===== config.mk =====
export PLATFORM = sky130hd
export DESIGN_NAME = sscs_ctrl
export DESIGN_NICKNAME = d
export VERILOG_FILES = /design/src/rtl/core/sscs_pkg.sv /design/src/rtl/core/sscs_ctrl.sv
export VERILOG_INCLUDE_DIRS = /design/src /design/src/rtl/core
export SDC_FILE = /design/constraint.sdc
export NUM_CORES = 1
export LEC_CHECK = 0
export BUFFER_PORTS_ARGS = -buffer_cell sky130_fd_sc_hd__buf_2
export CAP_MARGIN = 20
export CORE_AREA = 2 2 39 41
export CTS_CLUSTER_DIAMETER = 50
export DETAILED_ROUTE_END_ITERATION = 8
export DIE_AREA = 0 0 41 43
export SYNTH_ARGS = -nofsm -noshare
export SYNTH_HDL_FRONTEND = slang
export SYNTH_SLANG_ARGS = --single-unit

===== constraint.sdc =====
create_clock -name i_clk -period 1.6 [get_ports i_clk]
set_input_delay 0.16 -clock i_clk [delete_from_list [all_inputs] [get_ports i_clk]]
set_output_delay 0.16 -clock i_clk [all_outputs]
set_load 0.1 [all_outputs]

===== src/rtl/core/six_step_commutation_sequencer_unit_macros.svh =====
// assertion macros shared by the sequencer modules
`ifndef SIX_STEP_COMMUTATION_SEQUENCER_UNIT_MACROS_SVH
`define SIX_STEP_COMMUTATION_SEQUENCER_UNIT_MACROS_SVH

// property checked on every clock, masked during reset
`define SSCS_ASSERT(lbl, prop, msg) \
    lbl: assert property (@(posedge i_clk) disable iff (!i_rst_n) (prop)) \
        else $error(msg);

// condition must be followed by a result on the next clock
`define SSCS_ASSERT_NEXT(lbl, ante, cons, msg) \
    lbl: assert property (@(posedge i_clk) disable iff (!i_rst_n) (ante) |=> (cons)) \
        else $error(msg);

`endif


===== src/rtl/core/sscs_pkg.sv =====
// types, constants and sector table of the commutation sequencer
`default_nettype none
package sscs_pkg;

    localparam int THR_W       = 11;
    localparam int ERR_W       = 16;
    localparam int SECTOR_W    = 3;
    localparam int MODE_W      = 2;
    localparam int SCALE_SHIFT = 6;

    localparam logic [THR_W-1:0] PLAUS_RESET = 11'h3F8;
    localparam logic [ERR_W-1:0] ERR_MAX     = 16'h7FFF;
    localparam logic [ERR_W-1:0] ERR_OFFSET  = 16'h0040;

    localparam logic FUNC_ADVANCE = 1'b0;
    localparam logic FUNC_ALIGN   = 1'b1;

    localparam logic [SECTOR_W-1:0] NUM_SECTORS    = 3'd6;
    localparam logic [SECTOR_W-1:0] SECTOR_RISING  = 3'd0;
    localparam logic [SECTOR_W-1:0] SECTOR_ONE     = 3'd1;
    localparam logic [SECTOR_W-1:0] SECTOR_SUPPLY  = 3'd2;
    localparam logic [SECTOR_W-1:0] SECTOR_FALLING = 3'd3;
    localparam logic [SECTOR_W-1:0] SECTOR_FOUR    = 3'd4;
    localparam logic [SECTOR_W-1:0] SECTOR_ERROR   = 3'd5;

    localparam logic [MODE_W-1:0] MODE_LOW   = 2'd0;
    localparam logic [MODE_W-1:0] MODE_PWM   = 2'd1;
    localparam logic [MODE_W-1:0] MODE_FLOAT = 2'd2;

    typedef enum logic [1:0] {
        ST_IDLE,
        ST_DIV,
        ST_SAT,
        ST_PUBLISH
    } t_state;

    typedef struct packed {
        logic exec;
        logic div_step;
        logic err_load;
        logic publish;
    } t_dp_cmd;

    typedef struct packed {
        logic need_div;
        logic out_free;
    } t_dp_sts;

    typedef struct packed {
        logic [MODE_W-1:0] a;
        logic [MODE_W-1:0] b;
        logic [MODE_W-1:0] c;
    } t_drive;

    // phase drive modes per sector
    function automatic t_drive sector_drive(input logic [SECTOR_W-1:0] s);
        t_drive d;
        case (s)
            SECTOR_RISING:  d = '{a: MODE_PWM,   b: MODE_LOW,   c: MODE_FLOAT};
            SECTOR_ONE:     d = '{a: MODE_PWM,   b: MODE_FLOAT, c: MODE_LOW};
            SECTOR_SUPPLY:  d = '{a: MODE_FLOAT, b: MODE_PWM,   c: MODE_LOW};
            SECTOR_FALLING: d = '{a: MODE_LOW,   b: MODE_PWM,   c: MODE_FLOAT};
            SECTOR_FOUR:    d = '{a: MODE_LOW,   b: MODE_FLOAT, c: MODE_PWM};
            SECTOR_ERROR:   d = '{a: MODE_FLOAT, b: MODE_LOW,   c: MODE_PWM};
            default:        d = '{a: MODE_PWM,   b: MODE_LOW,   c: MODE_FLOAT};
        endcase
        return d;
    endfunction

endpackage
`default_nettype wire


===== src/rtl/core/sscs_ctrl.sv =====
// controller state machine of the commutation sequencer
`default_nettype none
`include "six_step_commutation_sequencer_unit_macros.svh"
module sscs_ctrl
    import sscs_pkg::*;
#(
    parameter int ADC_BITS = 10
) (
    input  wire     i_clk,
    input  wire     i_rst_n,
    input  wire     i_cmd_valid,
    output logic    o_cmd_ready,
    input  t_dp_sts i_sts,
    output t_dp_cmd o_cmd
);
    localparam int DIV_W = ADC_BITS + SCALE_SHIFT;
    localparam int CNT_W = $clog2(DIV_W);

    t_state             r_state;
    t_state             n_state;
    logic [CNT_W-1:0]   r_cnt;
    logic [CNT_W-1:0]   n_cnt;

    always_ff @(posedge i_clk) begin
        if (!i_rst_n) begin
            r_state <= ST_IDLE;
            r_cnt   <= '0;
        end else begin
            r_state <= n_state;
            r_cnt   <= n_cnt;
        end
    end

    // next state
    always_comb begin
        n_state = r_state;
        n_cnt   = r_cnt;
        case (r_state)
            ST_IDLE: begin
                n_cnt = CNT_W'(DIV_W - 1);
                if (i_cmd_valid) begin
                    n_state = i_sts.need_div ? ST_DIV : ST_PUBLISH;
                end
            end
            ST_DIV: begin
                n_cnt = r_cnt - 1'b1;
                if (r_cnt == '0) begin
                    n_state = ST_SAT;
                end
            end
            ST_SAT: begin
                n_state = ST_PUBLISH;
            end
            ST_PUBLISH: begin
                if (i_sts.out_free) begin
                    n_state = ST_IDLE;
                end
            end
            default: begin
                n_state = ST_IDLE;
            end
        endcase
    end

    // outputs
    always_comb begin
        o_cmd       = '0;
        o_cmd_ready = 1'b0;
        case (r_state)
            ST_IDLE: begin
                o_cmd_ready = 1'b1;
                o_cmd.exec  = i_cmd_valid;
            end
            ST_DIV: begin
                o_cmd.div_step = 1'b1;
            end
            ST_SAT: begin
                o_cmd.err_load = 1'b1;
            end
            ST_PUBLISH: begin
                o_cmd.publish = i_sts.out_free;
            end
            default: begin
                o_cmd = '0;
            end
        endcase
    end

    `SSCS_ASSERT_NEXT(a_accept_leaves_idle, o_cmd_ready && i_cmd_valid, r_state != ST_IDLE, "transaction accepted but controller stayed idle")
    `SSCS_ASSERT_NEXT(a_div_ends_in_sat, r_state == ST_DIV && r_cnt == '0, r_state == ST_SAT, "divider did not finish after its last step")
    `SSCS_ASSERT_NEXT(a_sat_to_publish, r_state == ST_SAT, r_state == ST_PUBLISH && o_cmd_ready == 1'b0, "saturation not followed by publish")

endmodule
`default_nettype wire


==> results.sh, run 1 <==
export IMPL_status="finished clean"
export IMPL_fin_nets=68
export IMPL_htreeDepth=1
export IMPL_min_period_ns=1.534
export IMPL_start_util_pct=26.67
export IMPL_io_pins=10
export IMPL_gp_congestion=0.7009
export IMPL_endpoint_kind="register"
export IMPL_path_buf_inv=1
export IMPL_dp_hpwl_um=607.1
export IMPL_dp_slack_ns=0.03269
export IMPL_max_clock_freq_mhz=652.0
export IMPL_grt_overflow_total=0
export IMPL_first_pass_iters=4
export IMPL_reg2reg_slack_ns=0.07
export IMPL_cpLargestDelayFamily="compound AO/OA/AOI/OAI gates"
export IMPL_ys_top_cells_by_area="dfxtp_1 33%, ha_1 17%, inv_1 7.1%, o221a_2 6.1%, a311oi_1 4.7%"
export IMPL_viasPerCell=4.875
export IMPL_antennaDiodeCount=0
export IMPL_drtIter0Drc=9
export IMPL_rsz0062_at_grt="yes"
export IMPL_area_growth_pct=52.88
export IMPL_rows=14
export IMPL_synthDistinctLibCells=18
export IMPL_coreArea_um2=1384
export IMPL_nFillCells=141
export IMPL_drc=0
export IMPL_wl_per_cell_um=11.85
export IMPL_fin_hold_ws_ns=0.1987
export IMPL_worst_path_largest_cell_delay_ns=0.37
export IMPL_vias=351
export IMPL_skew_ns=0.002316
export IMPL_synth_seq_cells=6
export IMPL_clock_root_buffer="clkbuf_4"
export IMPL_cp_required_ns=1.79
export IMPL_synth_largest_area_cell="dfxtp_1"
export IMPL_grt_pass1_wl_mm=1.324
export IMPL_grt_pass1_vias=323
export IMPL_syn_nets=51
export IMPL_wl_um=853
export IMPL_netlist_area_leader_share_pct=32.54
export IMPL_tritoncts="done"
export IMPL_fin_ws_ns=0.06625
export IMPL_ys_seq_area_share_pct=32.54
export IMPL_finalHoldViolCount=0
export IMPL_port_buffers=9
export IMPL_avgSynthCellArea_um2=9.003
export IMPL_cp_start_kind="register"
export IMPL_cp_slowest_cell="or3b_4"
export IMPL_crit_chain="inv_2 > ha_4 > or3b_4 > a222oi_1 > o221a_2"
export IMPL_report_final_slew_viol_count=0
export IMPL_drtAntennaViolNets=0
export IMPL_max_slew_margin_pct=67.99
export IMPL_worst_pin_slew_ns=0.4835
export IMPL_synth_cells=41
export IMPL_numCtsBuffers=3
export IMPL_yosysWarnings=0
export IMPL_cp_arrival_ns=1.72
export IMPL_clk_path_buf_depth=2
export IMPL_die_h_um=43
export IMPL_postCtsHoldBufs=0
export IMPL_grt_usage_pct=11.29
export IMPL_period_share_pct=95.86
export IMPL_drv_cap=0
export IMPL_insertion_delay_ns=0.24
export IMPL_grt_max_degree=12
export IMPL_worstPathMaxFanout=3
export IMPL_die_w_um=41
export IMPL_clk_pin_slew_ns=0.05
export IMPL_antenna_found_initial=0
export IMPL_syn_cell_area_um2=369.1
export IMPL_die_area_um2=1763
export IMPL_drive_above_1_share_pct=55.36
export IMPL_critical_path_class="reg2reg"
export IMPL_finalSetupViolCount=0
export IMPL_cts_sinks=6
export IMPL_hold_path_class="in2reg"
-- worst paths after layout --
kind | cells after the start | end | startpoint
worst min register to register | 1 | r_cnt[3] | r_cnt[3]
worst min-delay path | 2 | r_state[0] | i_rst_n
worst max register to register | 5 | r_state[1] | r_cnt[0]
worst max-delay path | 5 | r_state[1] | r_cnt[0]
-- what timing repair did --
action,CTS,global route
endpoints found under the hold margin,0,0
resized for setup,0,7
endpoints found under the setup margin,0,2
buffers inserted,0,2
-- through the flow --
step                cell area, um2  setup TNS, ns  instances  utilization (%)
floorplan                    387.9        -0.1473         41                -
global placement             509.2              0         67            36.80
detailed placement           509.2              0         67            36.80
CTS                          531.8              0         70            38.43
global route                 564.3       -0.01025         72            40.78
finish                       564.3              0         72            40.78
-- cells by family after synthesis --
logic type / count (synthesis) / synth area share, %
AOI/OAI and AO/OA: 12 / 26.78
adders and majority gates: 5 / 16.95
buffers and inverters: 8 / 8.136
DFF: 6 / 32.54
and+or+nand+nor: 10 / 15.59
-- layer usage --
layer / share of wire (%) / global-route usage (%) / up-vias / wire length (um)
met5: 0 / 0 / - / 0
met4: 0.59 / 8.000 / 0 / 5
met3: 4.3 / 3.141 / 2 / 37
met2: 47 / 16.56 / 6 / 397
met1: 48 / 13.36 / 162 / 412
li1: - / - / 181 / -
-- sequential cells by signal, indices dropped and copies added (netlist names) --
name     count
r_cnt        4
r_state      2
-- cell usage in the layout, fill, tap and decap left out, types with 2 or more instances in the layout --
cell	instances
buf_2	6
inv_1	5
buf_4	4
dfxtp_1	4
clkbuf_4	3
buf_12	3
inv_2	2
or2_2	2
o221a_2	2
a21oi_1	2
a311oi_1	2
nor3_1	2
a211oi_1	2
nor2_1	2
ha_2	2
ha_4	2
dfxtp_2	2
-- synth_stat cells --
| cell type | n |
|---|---|
| inv_1 | 7 |
| dfxtp_1 | 6 |
| ha_1 | 5 |
| a211oi_1 | 2 |
| a21oi_1 | 2 |
| a311oi_1 | 2 |
| and2_1 | 2 |
| nor2_1 | 2 |
| nor3_1 | 2 |
| o221a_2 | 2 |
| or2_2 | 2 |
| a222oi_1 | 1 |
| a22o_2 | 1 |
| a31oi_1 | 1 |
| clkbuf_1 | 1 |
| nand2b_1 | 1 |
| o31ai_1 | 1 |
| or3b_1 | 1 |
-- layout make-up --
type | instances | area (um2) | share of cell area (%)
clock buffers | 3 | 22.52 | 3.991
inverters | 7 | 26.28 | 4.656
flip-flops and latches | 6 | 122.6 | 21.73
well taps | 16 | 20.02 | 3.548
multi-input cells | 27 | 252.7 | 44.79
repair buffers | 13 | 120.1 | 21.29
Power of run 1 is left out: the tool's default activity adds up to more than one toggle a clock period on the data nets, which glitch-free logic cannot reach.
==> run 2, diff against run 1 <==
clock period = 1.3 ns   (was 1.6 ns; I/O delays follow)
==> results.sh, run 2 (synthesis gave the netlist of run 1 again) <==
export IMPL_status="finished with violations"
export IMPL_violations="setup timing"
export IMPL_crit_path_end="r_state[0]"
export IMPL_start_util_pct=26.67
export IMPL_tritoncts="done"
export IMPL_worstPathMaxFanout=2
export IMPL_fin_hold_ws_ns=0.1350
export IMPL_drtAntennaViolNets=0
export IMPL_max_clock_freq_mhz=676.1
export IMPL_met3_length_um=57
export IMPL_grt_pass1_vias=346
export IMPL_antennaDiodeCount=0
export IMPL_worst_pin_slew_ns=0.3616
export IMPL_cp_arrival_ns=1.67
export IMPL_io_pins=10
export IMPL_path_buf_inv=1
export IMPL_drc=0
export IMPL_cp_required_ns=1.49
export IMPL_gp_congestion=0.7426
export IMPL_cp_slowest_cell="or3b_1"
export IMPL_layout_common_cells="10 x buf_4, 5 x buf_12, 4 x ha_4, 4 x buf_2"
export IMPL_largest_register="r_cnt"
export IMPL_insertion_delay_ns=0.25
export IMPL_postCtsHoldBufs=0
export IMPL_htreeDepth=1
export IMPL_maxUsedRoutingLayer="met4"
export IMPL_drv_cap=0
export IMPL_largestRegisters="r_cnt: 4 flops, r_state: 2 flops"
export IMPL_finalHoldViolCount=0
export IMPL_reg2reg_slack_ns=-0.18
export IMPL_clock_root_buffer="clkbuf_4"
export IMPL_cpLargestDelayFamily="compound AO/OA/AOI/OAI gates"
export IMPL_min_period_ns=1.479
export IMPL_rsz0062_at_grt="yes"
export IMPL_hold_path_class="in2reg"
export IMPL_cts_sinks=6
export IMPL_drive_above_1_share_pct=67.74
export IMPL_finalSetupViolCount=3
export IMPL_area_growth_pct=82.71
export IMPL_grt_pass1_wl_mm=1.469
export IMPL_worst_path_largest_cell_delay_ns=0.36
export IMPL_rows=14
export IMPL_cp_startpoint="r_cnt[0]"
export IMPL_port_buffers=9
export IMPL_clk_pin_slew_ns=0.05
export IMPL_wl_met2_um=455
export IMPL_die_h_um=43
export IMPL_crit_cells=5
export IMPL_grt_usage_pct=13.87
export IMPL_fin_nets=74
export IMPL_antenna_found_initial=0
export IMPL_numCtsBuffers=3
export IMPL_fin_ws_ns=-0.1792
export IMPL_cp_start_kind="register"
export IMPL_critical_path_class="reg2reg"
export IMPL_crit_chain="inv_2 > ha_4 > or3b_1 > a222oi_1 > o221a_2"
export IMPL_reg2reg_to="r_state[0]"
export IMPL_grt_max_degree=7
export IMPL_reg2reg_depth=5
export IMPL_report_final_slew_viol_count=0
export IMPL_skew_ns=0.008266
export IMPL_fin_tns_setup_ns=-0.4718
export IMPL_wl_per_cell_um=12.23
export IMPL_max_slew_margin_pct=75.89
export IMPL_viasPerCell=5.051
export IMPL_dp_hpwl_um=707.8
export IMPL_die_area_um2=1763
export IMPL_coreArea_um2=1384
export IMPL_largest_reg_flops=4
export IMPL_endpoint_kind="register"
export IMPL_layout_commonest_cell="buf_4"
export IMPL_grt_overflow_total=0
export IMPL_period_share_pct=113.8
export IMPL_clk_path_buf_depth=2
export IMPL_vias=394
export IMPL_drtIter0Drc=6
export IMPL_die_w_um=41
export IMPL_first_pass_iters=4
export IMPL_wl_um=954
export IMPL_fin_util_pct=48.73
export IMPL_wl_met1_um=399
export IMPL_timing_rr_start="r_cnt[0]"
run 2: changes by cell type in the layout (fill, tap and decap cells not counted), moves of 2 or more:
| cell | previous run | this run |
|---|---|---|
| buf_4 | 4 | 10 |
| buf_12 | 3 | 5 |
| buf_2 | 6 | 4 |
| ha_4 | 2 | 4 |
| inv_1 | 5 | 3 |
run 2: area by class of cell:
| type | count | area, um2 |
|---|---|---|
| Clock buffer | 3 | 22.52 |
| Timing Repair Buffer | 19 | 195.2 |
| Sequential cell | 6 | 126.4 |
| Fill cell | 132 | 709.4 |
| Multi-Input combinational cell | 27 | 281.5 |
| Inverter | 7 | 28.78 |
| Tap cell | 16 | 20.02 |
run 2: worst min-delay path by stage:
stage / slack (ns) / endpoint / from / cells past startpoint
finish: 0.14 / r_state[1] / i_rst_n / 2
global placement: 0.40 / r_state[1] / i_rst_n / 2
global route: 0.13 / r_state[1] / i_rst_n / 2
CTS: 0.13 / r_state[1] / i_rst_n / 2
detailed placement: 0.40 / r_state[1] / i_rst_n / 2
floorplan: 0.27 / r_state[1] / i_rst_n / 1
run 2: per-layer routing:
layer | up-vias | track usage [%]
met4 | 0 | 14.00
met3 | 4 | 4.712
met5 | - | 0
met1 | 182 | 15.16
li1 | 193 | -
met2 | 15 | 19.06
run 2: through the flow:
stage,instance area [um2],worst slack (ns),instances
6_report,674.4,-0.1792,78
3_5_place_dp,614.3,-0.1785,73
5_1_grt,674.4,-0.2665,78
4_1_cts,674.4,-0.1734,78
2_1_floorplan,427.9,-0.1545,41
3_3_place_gp,614.3,-0.1067,73
run 2: timing repair:
| action | CTS | global route |
|---|---|---|
| resized for setup | 9 | 0 |
| setup endpoints to repair | 5 | 5 |
| buffers inserted | 2 | 0 |
| cloned | 0 | 0 |
Power of run 2 is left out for the same reason.
==> run 3, diff against run 2 <==
PLACE_DENSITY = 0.47   (was unset)
==> results.sh, run 3 (synthesis gave the netlist of run 1 again) <==
export IMPL_wl_per_cell_um=11.85
export IMPL_gp_congestion=0.6892
export IMPL_drc=0
export IMPL_drv_cap=0
export IMPL_min_period_ns=1.537
export IMPL_cts_sinks=6
export IMPL_worst_path_largest_cell_delay_ns=0.37
export IMPL_die_h_um=43
export IMPL_wl_um=995
export IMPL_fin_ws_ns=-0.2373
export IMPL_endpoint_kind="register"
export IMPL_hold_path_class="in2reg"
export IMPL_layout_common_cells="12 x buf_4, 5 x ha_4, 5 x buf_12, 4 x buf_2, 4 x buf_6"
export IMPL_grt_usage_pct=12.98
export IMPL_cp_required_ns=1.49
export IMPL_drtAntennaViolNets=0
export IMPL_grt_pass1_wl_mm=1.545
export IMPL_grt_max_degree=7
export IMPL_cp_arrival_ns=1.73
export IMPL_grt_pass1_vias=396
export IMPL_port_buffers=9
export IMPL_cp_slowest_cell="or3b_4"
export IMPL_start_util_pct=26.67
export IMPL_dp_slack_ns=-0.1521
export IMPL_period_share_pct=118.3
export IMPL_skew_ns=0.004419
export IMPL_antenna_found_initial=0
export IMPL_dp_hpwl_um=717.7
export IMPL_drtIter0Drc=25
export IMPL_largestRegisters="r_cnt: 4 flops, r_state: 2 flops"
export IMPL_largest_reg_flops=4
export IMPL_worst_pin_slew_ns=0.3721
export IMPL_report_final_slew_viol_count=0
export IMPL_rows=14
export IMPL_design_area_um2=748.2
export IMPL_critical_path_class="reg2reg"
export IMPL_finalHoldViolCount=0
export IMPL_numCtsBuffers=3
export IMPL_layout_commonest_cell="buf_4"
export IMPL_clk_pin_slew_ns=0.05
export IMPL_fin_util_pct=54.07
export IMPL_cpLargestDelayFamily="compound AO/OA/AOI/OAI gates"
export IMPL_clock_root_buffer="clkbuf_4"
export IMPL_first_pass_iters=4
export IMPL_post_dp_cell_area_um2=644.4
export IMPL_die_area_um2=1763
export IMPL_htreeDepth=1
export IMPL_tritoncts="done"
export IMPL_cp_start_kind="register"
export IMPL_worstPathMaxFanout=2
export IMPL_viasPerCell=4.762
export IMPL_path_buf_inv=1
export IMPL_drive_above_1_share_pct=73.53
export IMPL_largest_register="r_cnt"
export IMPL_die_w_um=41
export IMPL_coreArea_um2=1384
export IMPL_area_growth_pct=102.7
export IMPL_crit_chain="inv_2 > ha_4 > or3b_4 > a222oi_1 > o221a_2"
export IMPL_clk_path_buf_depth=2
export IMPL_rsz0062_at_grt="yes"
export IMPL_grt_overflow_total=0
export IMPL_insertion_delay_ns=0.25
export IMPL_status="finished with violations"
export IMPL_violations="setup timing"
export IMPL_io_pins=10
export IMPL_fin_nets=80
export IMPL_max_clock_freq_mhz=650.5
export IMPL_max_slew_margin_pct=75.20
export IMPL_finalSetupViolCount=6
export IMPL_vias=400
export IMPL_antennaDiodeCount=0
-- run 3: cell type report --
| type | instances | area, um2 |
|---|---|---|
| inverters | 7 | 28.78 |
| well taps | 16 | 20.02 |
| flip-flops and latches | 6 | 127.6 |
| fillers | 131 | 635.6 |
| multi-input cells | 27 | 294.0 |
| clock buffers | 3 | 22.52 |
| repair buffers | 25 | 255.2 |
-- run 3: worst register-to-register path: cells and delay by family, from the launching register on --
kind,cells,cell delay [ns]
flip-flops,1,0.32
adder cells (fa/ha/maj),1,0.14
buffers and inverters,1,0.07
AND/OR/NAND/NOR,1,0.37
AO/OA/AOI/OAI,2,0.58
-- run 3: repair_timing --
item | 4_1_cts | 5_1_grt
buffers inserted | 3 | 1
resized for setup | 8 | 8
hold buffers | 0 | 0
hold endpoints to repair | 0 | 0
endpoints found under the setup margin | 6 | 9
pin swaps | 3 | 3
-- run 3: path summary, 6_finish.rpt --
check,startpoint,endpoint,slack [ns],depth (start not counted)
worst max-delay path,r_cnt[1],r_state[0],-0.24,5
worst min-delay path,i_rst_n,r_state[1],0.15,2
worst max register to register,r_cnt[1],r_state[0],-0.24,5
worst min register to register,r_cnt[0],r_cnt[0],0.54,2
-- run 3: routing by layer --
layer	wire length (um)	global-route usage [%]	vias to the layer above
li1	-	-	205
met1	417	14.56	182
met2	514	20.63	11
met3	37	1.571	2
met4	25	10.00	0
met5	0	0	-
-- run 3: per-stage QoR --
stage | TNS (ns) | hold WS (ns) | instances
4_1_cts | -0.4953 | 0.1396 | 83
2_1_floorplan | -0.6291 | 0.2694 | 41
3_3_place_gp | -0.2323 | 0.4039 | 77
6_report | -0.7148 | 0.1461 | 84
5_1_grt | -1.064 | 0.1446 | 84
3_5_place_dp | -0.3042 | 0.4103 | 77
Power of run 3 is left out for the same reason.
